File: src/sv/dual_motor_command_interlock_assert.svh
// Assertion macros for the dual motor command interlock.
`ifndef DUAL_MOTOR_COMMAND_INTERLOCK_ASSERT_SVH
`define DUAL_MOTOR_COMMAND_INTERLOCK_ASSERT_SVH
// Implication checked on every clock edge outside reset.
`define DMCI_ASSERT_IMP(label, ante, cons) \
  label: assert property (@(posedge clk) disable iff (!rst_n) (ante) |-> (cons)) \
    else $error("interlock check failed");
// Implication whose consequent is checked in the cycle after the antecedent.
`define DMCI_ASSERT_NXT(label, ante, cons) \
  label: assert property (@(posedge clk) disable iff (!rst_n) (ante) |=> (cons)) \
    else $error("interlock check failed");
`endif

File: src/sv/dmci_pkg.sv
// Package: command codes, register indexes, constants and struct types of the interlock.
package dmci_pkg;
  localparam logic [2:0] CMD_PLAN    = 3'd0;
  localparam logic [2:0] CMD_TRY_ARM = 3'd1;
  localparam logic [2:0] CMD_ARM     = 3'd2;
  localparam logic [2:0] CMD_DISARM  = 3'd3;
  localparam logic [2:0] CMD_CLEAR   = 3'd4;
  localparam logic [2:0] CMD_REPORT  = 3'd5;

  localparam logic [2:0] REG_LIMIT   = 3'd0;
  localparam logic [2:0] REG_INVERT  = 3'd1;
  localparam logic [2:0] REG_IMU     = 3'd2;
  localparam logic [2:0] REG_COMMAND = 3'd3;
  localparam logic [2:0] REG_NODE    = 3'd4;

  localparam logic [30:0] LIMIT_RESET = 31'h40A0_0000;
  localparam logic [30:0] EXP_ALL     = 31'h7F80_0000;
  localparam logic [31:0] SIGN_BIT    = 32'h8000_0000;

  typedef struct packed {
    logic [30:0] limit;
    logic [1:0]  invert;
    logic [31:0] imu_lim;
    logic [31:0] cmd_lim;
    logic [31:0] node_lim;
  } cfg_t;

  typedef struct packed {
    logic        armed;
    logic        latched;
    logic        whole;
    logic [31:0] count;
  } state_t;

  typedef struct packed {
    logic [13:0] reject_bits;
    logic        send;
    logic [31:0] sequence_res;
    logic [31:0] current_a_bits;
    logic [31:0] current_b_bits;
    logic        arm_granted;
    logic        armed_now;
    logic        latched_now;
    logic        pair_intact;
  } result_t;
endpackage

File: src/sv/dual_motor_command_interlock.sv
// Top level: dual motor command interlock with registered result stage.
//
// Channel | Direction | Handshake           | Payload
// in_     | input     | in_valid/in_ready   | cmd, times, faults, flags, current
// out_    | output    | out_valid/out_ready | reject bits, send, sequence, currents, arm and state flags
// cfg_    | input     | cfg_valid/cfg_ready | cfg_index, cfg_data
//
// One item per cycle while the output is not stalled: decision logic runs between
// the input ports and the result register. The result register is the only
// stage; a new beat is taken when it is empty or drained in that cycle.
// Synchronous reset returns flags, sequence counter and config to their defaults.
// Config writes are always ready.
module dual_motor_command_interlock (
  input  logic        clk,
  input  logic        rst_n,
  input  logic        in_valid,
  output logic        in_ready,
  input  logic [2:0]  in_cmd,
  input  logic [63:0] in_now_time,
  input  logic [63:0] in_imu_time,
  input  logic [63:0] in_command_time,
  input  logic [63:0] in_feedback_a_time,
  input  logic [63:0] in_feedback_b_time,
  input  logic [7:0]  in_fault_a,
  input  logic [7:0]  in_fault_b,
  input  logic [2:0]  in_link_flags,
  input  logic [31:0] in_requested_current_bits,
  input  logic [8:0]  in_health_flags,
  input  logic [1:0]  in_report_sent,
  output logic        out_valid,
  input  logic        out_ready,
  output logic [13:0] out_reject_bits,
  output logic        out_send,
  output logic [31:0] out_sequence_res,
  output logic [31:0] out_current_a_bits,
  output logic [31:0] out_current_b_bits,
  output logic        out_arm_granted,
  output logic        out_armed_now,
  output logic        out_latched_now,
  output logic        out_pair_intact,
  input  logic        cfg_valid,
  output logic        cfg_ready,
  input  logic [2:0]  cfg_index,
  input  logic [31:0] cfg_data
);
  dmci_pkg::cfg_t    cfg;
  dmci_pkg::state_t  st_r, st_nxt;
  dmci_pkg::result_t res_r, res_nxt;
  logic              valid_r;
  logic              take;
  logic [3:0]        stale;
  logic [30:0]       mag;
  logic [13:0]       plan_m;
  logic [9:0]        arm_m;
  logic [31:0]       cnt_inc;

  assign cfg_ready = 1'b1;
  assign in_ready  = !valid_r || out_ready;
  assign take      = in_valid && in_ready;

  dmci_cfg u_cfg (
    .clk(clk), .rst_n(rst_n), .wr(cfg_valid), .idx(cfg_index),
    .data(cfg_data), .cfg(cfg)
  );

  dmci_stale u_imu (.now(in_now_time), .last(in_imu_time),
    .limit(cfg.imu_lim), .stale(stale[0]));
  dmci_stale u_cmd (.now(in_now_time), .last(in_command_time),
    .limit(cfg.cmd_lim), .stale(stale[1]));
  dmci_stale u_nda (.now(in_now_time), .last(in_feedback_a_time),
    .limit(cfg.node_lim), .stale(stale[2]));
  dmci_stale u_ndb (.now(in_now_time), .last(in_feedback_b_time),
    .limit(cfg.node_lim), .stale(stale[3]));

  // build deny masks
  assign mag = in_requested_current_bits[30:0];
  always_comb begin
    plan_m[0]  = !st_r.armed;
    plan_m[1]  = st_r.latched;
    plan_m[2]  = !st_r.whole;
    plan_m[3]  = !in_link_flags[0];
    plan_m[7:4] = stale;
    plan_m[8]  = |in_fault_a;
    plan_m[9]  = |in_fault_b;
    plan_m[10] = in_link_flags[1];
    plan_m[11] = in_link_flags[2];
    plan_m[12] = mag >= dmci_pkg::EXP_ALL;
    plan_m[13] = !(mag >= dmci_pkg::EXP_ALL) && (cfg.limit < dmci_pkg::EXP_ALL)
                 && (mag > cfg.limit);
    arm_m[3:0] = ~in_health_flags[3:0];
    arm_m[4]   = st_r.latched || !st_r.whole;
    arm_m[9:5] = ~in_health_flags[8:4];
  end
  assign cnt_inc = st_r.count + 32'd1;

  // decide state update and result
  always_comb begin
    st_nxt  = st_r;
    res_nxt = '0;
    unique case (in_cmd)
      dmci_pkg::CMD_PLAN: begin
        res_nxt.reject_bits = plan_m;
        if (plan_m == 14'd0) begin
          st_nxt.count           = cnt_inc;
          res_nxt.send           = 1'b1;
          res_nxt.sequence_res   = cnt_inc;
          res_nxt.current_a_bits = in_requested_current_bits
                                   ^ (cfg.invert[0] ? dmci_pkg::SIGN_BIT : 32'd0);
          res_nxt.current_b_bits = in_requested_current_bits
                                   ^ (cfg.invert[1] ? dmci_pkg::SIGN_BIT : 32'd0);
        end
      end
      dmci_pkg::CMD_TRY_ARM: begin
        res_nxt.reject_bits = {4'd0, arm_m};
        if (arm_m == 10'd0) begin
          st_nxt.armed        = 1'b1;
          res_nxt.arm_granted = 1'b1;
        end
      end
      dmci_pkg::CMD_ARM:    st_nxt.armed = 1'b1;
      dmci_pkg::CMD_DISARM: st_nxt.armed = 1'b0;
      dmci_pkg::CMD_CLEAR: begin
        st_nxt.armed   = 1'b0;
        st_nxt.latched = 1'b0;
        st_nxt.whole   = 1'b1;
      end
      dmci_pkg::CMD_REPORT: begin
        if (in_report_sent[0] == in_report_sent[1]) begin
          st_nxt.whole = 1'b1;
        end else begin
          st_nxt.latched = 1'b1;
          st_nxt.whole   = 1'b0;
        end
      end
      default: ;
    endcase
    res_nxt.armed_now   = st_nxt.armed;
    res_nxt.latched_now = st_nxt.latched;
    res_nxt.pair_intact = st_nxt.whole;
  end

  // advance state and result register per accepted beat
  always_ff @(posedge clk) begin
    if (!rst_n) begin
      st_r    <= '{armed: 1'b0, latched: 1'b0, whole: 1'b1, count: 32'd0};
      valid_r <= 1'b0;
    end else begin
      if (take) begin
        st_r    <= st_nxt;
        valid_r <= 1'b1;
      end else if (out_ready) begin
        valid_r <= 1'b0;
      end
    end
  end

  always_ff @(posedge clk) begin
    if (take) begin
      res_r <= res_nxt;
    end
  end

  assign out_valid          = valid_r;
  assign out_reject_bits    = res_r.reject_bits;
  assign out_send           = res_r.send;
  assign out_sequence_res   = res_r.sequence_res;
  assign out_current_a_bits = res_r.current_a_bits;
  assign out_current_b_bits = res_r.current_b_bits;
  assign out_arm_granted    = res_r.arm_granted;
  assign out_armed_now      = res_r.armed_now;
  assign out_latched_now    = res_r.latched_now;
  assign out_pair_intact    = res_r.pair_intact;

`include "dual_motor_command_interlock_assert.svh"
  `DMCI_ASSERT_IMP(a_send_clean, out_valid && out_send, out_reject_bits == 14'd0)
  `DMCI_ASSERT_IMP(a_latch_split, out_valid && out_latched_now == 1'b0, out_pair_intact)
  `DMCI_ASSERT_NXT(a_seq_step, take && in_cmd == dmci_pkg::CMD_PLAN && plan_m == 14'd0, out_sequence_res == st_r.count)
  `DMCI_ASSERT_NXT(a_stall_hold, out_valid && !out_ready, out_valid && $stable(res_r))
endmodule

File: src/sv/dmci_cfg.sv
// Configuration register file of the interlock.
module dmci_cfg (
  input  logic             clk,
  input  logic             rst_n,
  input  logic             wr,
  input  logic [2:0]       idx,
  input  logic [31:0]      data,
  output dmci_pkg::cfg_t   cfg
);
  dmci_pkg::cfg_t cfg_r;
  assign cfg = cfg_r;

  // write one register per beat, ignore unknown indexes
  always_ff @(posedge clk) begin
    if (!rst_n) begin
      cfg_r.limit    <= dmci_pkg::LIMIT_RESET;
      cfg_r.invert   <= 2'd0;
      cfg_r.imu_lim  <= 32'd20000;
      cfg_r.cmd_lim  <= 32'd50000;
      cfg_r.node_lim <= 32'd50000;
    end else if (wr) begin
      unique case (idx)
        dmci_pkg::REG_LIMIT:   cfg_r.limit    <= data[30:0];
        dmci_pkg::REG_INVERT:  cfg_r.invert   <= data[1:0];
        dmci_pkg::REG_IMU:     cfg_r.imu_lim  <= data;
        dmci_pkg::REG_COMMAND: cfg_r.cmd_lim  <= data;
        dmci_pkg::REG_NODE:    cfg_r.node_lim <= data;
        default: ;
      endcase
    end
  end
endmodule

File: src/sv/dmci_stale.sv
// Freshness check of one timestamp against now.
module dmci_stale (
  input  logic [63:0] now,
  input  logic [63:0] last,
  input  logic [31:0] limit,
  output logic        stale
);
  logic [64:0] diff;
  // future stamps borrow out of the subtract and count as stale
  assign diff  = {1'b0, now} - {1'b0, last};
  assign stale = diff[64] | (diff[63:0] > {32'd0, limit});
endmodule
File: config.mk
export PLATFORM = sky130hd
export DESIGN_NAME = dual_motor_command_interlock
export DESIGN_NICKNAME = d
export VERILOG_FILES = /design/src/sv/dmci_pkg.sv /design/src/sv/dual_motor_command_interlock.sv /design/src/sv/dmci_cfg.sv /design/src/sv/dmci_stale.sv
export VERILOG_INCLUDE_DIRS = /design/src /design/src/sv
export SDC_FILE = /design/constraint.sdc
export NUM_CORES = 1
export LEC_CHECK = 0
export BUFFER_PORTS_ARGS = -buffer_cell sky130_fd_sc_hd__buf_4
export CAP_MARGIN = 20
export CORE_MARGIN = 5
export CORE_UTILIZATION = 50
export CTS_CLUSTER_DIAMETER = 80
export DETAILED_ROUTE_END_ITERATION = 10
export GPL_ROUTABILITY_DRIVEN = 0
export GPL_TIMING_DRIVEN = 0
export PLACE_DENSITY_LB_ADDON = 0.1
export RECOVER_POWER = 50
export SKIP_CTS_REPAIR_TIMING = 1
export SYNTH_ARGS = -nofsm -noshare
export SYNTH_HDL_FRONTEND = slang
export SYNTH_SLANG_ARGS = --single-unit
File: constraint.sdc
create_clock -name clk -period 6.2 [get_ports clk]
set_clock_uncertainty 0.1 [all_clocks]
set_input_delay 0.62 -clock clk [delete_from_list [all_inputs] [get_ports clk]]
set_output_delay 0.62 -clock clk [all_outputs]
set_load 0.03 [all_outputs]
==> results by group, run 1 <==
Die
  – Initial Util: 50.4%
  – # rows: 92
  – DIE WIDTH: 262 µm
  – Top-Level Pins: 543
  – Vert. Die Dim: 262 µm
  – Core area: 63000 µm²
  – Die footprint: 68600 µm²

Critical path
  – R2R depth: 17
  – Reg-to-reg endpoint: st_r[5]$_SDFFE_PN0P_
  – WS Path Type: input pin to register
  – Cell mode on critical path: nand4_1
  – R2r setup slk: 1.33 ns
  – Buf/Inv on CP: 3
  – Top delay family on crit path: simple AND/OR/NAND/NOR gates
  – CP Launch Type: input pin
  – CP Capture Type: register
  – Slowest library cell on the worst path: or4_4
  – Reg2reg start: u_cfg.cfg[7]$_SDFFE_PN0P_
  – Max FO, Critical Path: 10
  – WP data arrival: 6.84 ns
  – WP data required: 6.58 ns
  – CP max stage delay: 0.60 ns

Yosys
  – Synthesized net count: 5358
  – Ys async rst share: 0%
  – Top cells by area, synth: ha_1 16%, dfxtp_1 10%, a21oi_1 8.7%, edfxtp_1 7.9%, nand2_1 7.2%
  – FF+latch count, synth: 249
  – Synth Flop Type: dfxtp_1
  – Total number of yosys warnings: 0
  – Synth top area share: 16.4%
  – Seq/Total Area, Yosys: 18.4%
  – Mapped cell area: 31700 µm²
  – Mean Syn Cell Area: 7.03 µm²
  – Mapped Cells: 4513
  – Number of synthesized flops with an enable pin: 84
  – Top cell type by total area after synthesis: ha_1
  – Distinct cells, synth: 92

STA
  – Final hold slack: 0.224 ns
  – Worst Max-Slew Pin Slew: 3.88 ns
  – F_max: 0.155 GHz
  – Final WS setup: -0.264 ns
  – Final Hold Viols: 0
  – Final setup vio count: 51
  – Final Max Tran Viols: 77
  – Minimum clock period: 6.46 ns
  – TNS Setup: -7.11 ns
  – Period utilization: 104%
  – RSZ-0062 raised after global routing: true
  – Slew HR: -159%

Placement
  – Placed instance area: 37000 µm²
  – Dpl cells: 5899
  – DP HPWL: 104 mm
  – Port bufs: 539
  – Pre-CTS setup slack: -2.26 ns

Final layout
  – Fin cells: 5977
  – Area of the multi-input gates: 23900 µm²
  – Fillcell total: 6114
  – Layout area overhead: 21.3%
  – Fin area: 38500 µm²
  – Share of post-route cells with drive strength above 1: 15.1%
  – Seq. cell area: 5830 µm²
  – Final net count: 5952
  – Final core utilization: 61.1%

Run
  – Max-capacitance violation count: 1

Detailed routing
  – Via Count: 35900
  – Wire length per cell: 20.5 µm
  – Drt first pass iters: 6
  – DR iter-0 viols: 2706
  – DRC violations left: 0
  – Antenna-violating nets left: 0
  – Post-Route WL: 123 mm
  – Via density: 6.01

Pwr
  – Pwr dens: 168 nW/µm²
  – Leak Pwr: 16.6 nW
  – VDD IR max: 0.201 mV
  – Final Total Pwr: 6.48 mW

Clocking
  – Max H-tree Level: 1
  – Sink Count: 249
  – CTS tree: done
  – Root buf cell: clkbuf_16
  – CTS clk-pin slew, worst paths: 0.06 ns
  – Worst-Skew Late Latency: 0.58 ns
  – Clock buffer depth: 3
  – Cts bufs inserted: 27

Global route
  – Tot GR Track Use: 32.9%
  – Global-route wire length before repair: 179 mm
  – Largest net degree at the start of global routing: 77
  – Initial antenna violation count: 3
  – GRT overflow: 0
  – Vias in the first global route: 32900

Min path
  – WHS Path Cells: 3
  – Hold Path Class: input pin to register
  – Hold worst-path end: out_valid$_SDFFE_PN0P_
  – Hold Path Origin: in_valid

Run status
  – Status: finished, violations left
  – Failing checks: max-capacitance violations, max-slew violations, negative setup slack
## worst max path at each step
stage                               from                              endpoint  slack, ns  cells past startpoint
after floorplan           in_imu_time[1]                  st_r[5]$_SDFFE_PN0P_      -0.03                     30
after global placement    in_now_time[0]  out_current_a_bits[16]$_SDFFCE_PN0P_      -2.22                     28
after detailed placement  in_now_time[0]  out_current_a_bits[14]$_SDFFCE_PN0P_      -2.26                     28
after CTS                 in_now_time[0]  out_current_a_bits[18]$_SDFFCE_PN0P_      -1.74                     28
after global routing      in_now_time[0]                  st_r[5]$_SDFFE_PN0P_      -0.57                     28
final                     in_now_time[0]                  st_r[5]$_SDFFE_PN0P_      -0.26                     26
## routing by layer
| metal | global-route usage [%] | up-vias | routed length, µm |
|---|---|---|---|
| met5 | 0 | - | 0 |
| met2 | 54.0 | 1750 | 55400 |
| met4 | 14.7 | 0 | 6410 |
| li1 | - | 17300 | - |
| met1 | 43.5 | 16500 | 48900 |
| met3 | 4.32 | 336 | 12000 |
## final cells by class
| class | instances | area share, % |
|---|---|---|
| antenna | 3 | 0.0195 |
| buffer | 197 | 2.51 |
| clock buffer | 30 | 1.84 |
| clock inverter | 20 | 0.400 |
| inverter | 486 | 4.83 |
| multi-input combinational | 3573 | 62.0 |
| sequential | 249 | 15.1 |
| tap | 846 | 2.75 |
| timing repair buffer | 573 | 10.5 |
## power breakdown
| group | internal [mW] | switching [mW] | total [mW] |
|---|---|---|---|
| clock | 0.872 | 0.704 | 1.58 |
| combinational | 1.22 | 1.93 | 3.15 |
| sequential | 1.74 | 0.0203 | 1.76 |
| total | 3.83 | 2.65 | 6.48 |
## cells by family after synthesis
group | share of synthesized area [%]
mux | 0.840
fa+ha+maj | 16.7
other cells | 0.0118
xor+xnor | 5.71
compound gates | 26.4
simple gates | 23.3
buf+inv | 8.71
flops | 18.4
## state kept, by name, indices dropped and copies added, names as in the netlist, 14 cells and up
signal,cells
u_cfg.cfg,129
out_reject_bits,14
out_current_a_bits,32
st_r,34
out_sequence_res,32
## worst min-delay path, stage by stage
cell,delay (ns)
buf_4,0.11
inv_1,0.04
a21oi_1,0.05
## synth_stat cells (28+ instances only)
library cell	number
inv_1	485
a211oi_1	37
xor2_1	89
nor2_1	299
dfxtp_1	165
and2_1	56
o21bai_1	35
a31oi_1	33
clkbuf_1	154
nand4_1	158
nand2_1	612
nand2b_1	43
a21oi_1	553
and3_1	39
xnor2_1	118
ha_1	416
edfxtp_1	84
nor3_1	85
a21o_1	96
nor4_1	39
buf_4	32
nand3_1	101
o21ai_0	244
o21a_1	65
or3_1	42
o31ai_1	28
o211ai_1	65
## cells in the final DEF (no fill, tap or decap), types with 11 or more instances in the layout
master and instances:
nor2_1 291, a21o_1 96, nor2b_1 21, and3_1 37, a211oi_1 34, o21a_1 65
nand3_1 97, a31oi_1 31, a21boi_0 11, o211ai_1 65, or4_1 11, nor4_1 31
ha_1 403, o21ai_0 213, clkbuf_1 214, edfxtp_1 84, a221oi_1 19, buf_4 524
inv_1 480, a21oi_1 530, nand2b_1 40, o21bai_1 35, o221ai_1 11, nand2_1 610
buf_6 14, a21oi_2 27, xnor2_1 118, o21ai_1 27, o2111ai_1 13, xor2_1 89
clkbuf_16 27, nand4_1 158, nor3_1 81, o31ai_1 25, or3_1 40, dfxtp_1 165
and2_1 49, mux2i_1 20, and4_1 14
Power figures use the tool's default switching activity.
==> run 2: changes to the inputs <==
BUFFER_PORTS_ARGS = unset   (was -buffer_cell sky130_fd_sc_hd__buf_4)
DONT_BUFFER_PORTS = 1   (was unset)
GPL_TIMING_DRIVEN = unset   (was 0)
clock period = 6 ns   (was 6.2 ns; I/O delays follow)
==> run 2 against run 1 <==
Against the previous run:
- the flow still finishes with violations (max-capacitance violations, max-slew violations, negative setup slack)
- combinational power barely moved
- routed wire length shrank 0.61%
- sequential power up 9%
==> results by group, run 2 (synthesis results as in run 1) <==
Detailed routing
  – DR iter-0 viols: 2866
  – DRC violations left: 0
  – Drt first pass iters: 8
  – Wire length per cell: 21.3 µm
  – Via density: 6.04
  – Via Count: 34500
  – Post-Route WL: 122 mm
  – Antenna-violating nets left: 0

STA
  – Final hold slack: 0.0207 ns
  – Final Hold Viols: 0
  – Worst Max-Slew Pin Slew: 1.67 ns
  – RSZ-0062 raised after global routing: true
  – Period utilization: 104%
  – Final Max Tran Viols: 116
  – Minimum clock period: 6.24 ns
  – Slew HR: -11.1%
  – F_max: 0.160 GHz
  – Final setup vio count: 69
  – Final WS setup: -0.237 ns

Pwr
  – VDD IR max: 0.214 mV
  – Leak Pwr: 16.2 nW
  – Pwr dens: 183 nW/µm²

Global route
  – Tot GR Track Use: 32.7%
  – Global-route wire length before repair: 177 mm
  – Largest net degree at the start of global routing: 86
  – Vias in the first global route: 31900
  – GRT overflow: 0
  – Initial antenna violation count: 2

Die
  – # rows: 92
  – Initial Util: 50.4%
  – Core area: 63000 µm²
  – Vert. Die Dim: 262 µm
  – Top-Level Pins: 543
  – Die footprint: 68600 µm²
  – DIE WIDTH: 262 µm

Critical path
  – WP data required: 6.39 ns
  – R2r setup slk: 1.07 ns
  – Reg-to-reg endpoint: st_r[30]$_SDFFE_PN0P_
  – Cell mode on critical path: buf_4
  – WS Path Type: input pin to register
  – Slowest library cell on the worst path: or4_4
  – CP max stage delay: 0.59 ns
  – Reg2reg start: u_cfg.cfg[65]$_SDFFE_PN0P_
  – CP Capture Type: register
  – WP data arrival: 6.63 ns
  – Max FO, Critical Path: 6
  – CP Launch Type: input pin
  – R2R depth: 17

Final layout
  – Leading cell type in the layout, fill and taps excluded: nand2_1
  – Final net count: 5698
  – Commonest cells after routing, fill and taps aside: 612 x nand2_1, 541 x a21oi_1, 494 x buf_4
  – Fin area: 37300 µm²
  – Max reg flops: 129
  – Share of post-route cells with drive strength above 1: 13.9%
  – Layout area overhead: 17.5%

Clocking
  – Cts bufs inserted: 28
  – CTS tree: done
  – Worst-Skew Late Latency: 0.58 ns
  – Root buf cell: clkbuf_16
  – Sink Count: 249
  – Clock buffer depth: 3
  – CTS clk-pin slew, worst paths: 0.06 ns
  – Max H-tree Level: 1

Run status
  – Status: finished, violations left
  – Failing checks: max-capacitance violations, max-slew violations, negative setup slack

Run
  – Max-capacitance violation count: 3

Placement
  – Placed instance area: 35700 µm²
  – Port bufs: 0
  – DP HPWL: 103 mm

Min path
  – Hold Path Class: input pin to register
  – Hold worst-path end: u_cfg.cfg[119]$_SDFFE_PN1P_
  – WHS Path Cells: 1
  – Hold Path Origin: rst_n
-- run 2: report_power, final --
group          internal (mW)  switching [mW]  total [mW]
Sequential              1.80           0.109        1.91
Clock                   1.03           0.748        1.78
Combinational           1.36            1.79        3.15
Total                   4.19            2.65        6.84
-- run 2: cell type report --
type / instances / area (µm²)
clock inverters: 17 / 185
fillers: 6101 / 25700
inverters: 486 / 1850
well taps: 846 / 1060
clock buffers: 35 / 758
repair buffers: 513 / 4000
flip-flops and latches: 249 / 5830
diodes: 1 / 2.50
multi-input cells: 3575 / 23600
-- run 2: stage by stage --
stage                     setup slack (ns)  total power, mW  cells  TNS (ns)  utilization, %
after floorplan                     -0.205             3.96   4513     -4.76               -
after detailed placement            -0.997             4.98   5646    -73.73            56.8
after global placement              -0.818             4.95   5645    -60.90            56.7
after global routing                -0.452             7.24   5721    -25.09            59.2
after CTS                           -0.440             6.77   5698    -18.05            58.3
final                               -0.237             6.84   5722     -8.62            59.2
-- run 2: how the worst max path moves through the flow --
stage                         from                     to  slack [ns]  depth (start not counted)
finish              in_now_time[0]  st_r[30]$_SDFFE_PN0P_       -0.24                         30
floorplan           in_imu_time[1]   st_r[5]$_SDFFE_PN0P_       -0.21                         30
CTS                 in_now_time[0]   st_r[8]$_SDFFE_PN0P_       -0.44                         27
global route        in_now_time[0]  st_r[30]$_SDFFE_PN0P_       -0.45                         28
detailed placement  in_now_time[0]  st_r[24]$_SDFFE_PN0P_        -1.0                         30
global placement    in_now_time[0]  st_r[22]$_SDFFE_PN0P_       -0.82                         27
-- run 2: layer usage --
metal	GRT usage [%]	wire length (µm)	part of all wire, %	vias to the layer above
li1	-	-	-	16800
met1	43.9	51700	42	16100
met2	54.8	55800	46	1446
met3	3.74	9550	7.8	244
met4	10.9	4980	4.1	0
met5	0	0	0	-
-- run 2: worst max-delay path: cells and delay by family --
family / cells / cell delay, ns
buffers and inverters: 7 / 1.09
AO/OA/AOI/OAI: 7 / 1.18
adder cells (fa/ha/maj): 2 / 0.47
XOR/XNOR: 1 / 0.07
AND/OR/NAND/NOR: 13 / 3.21
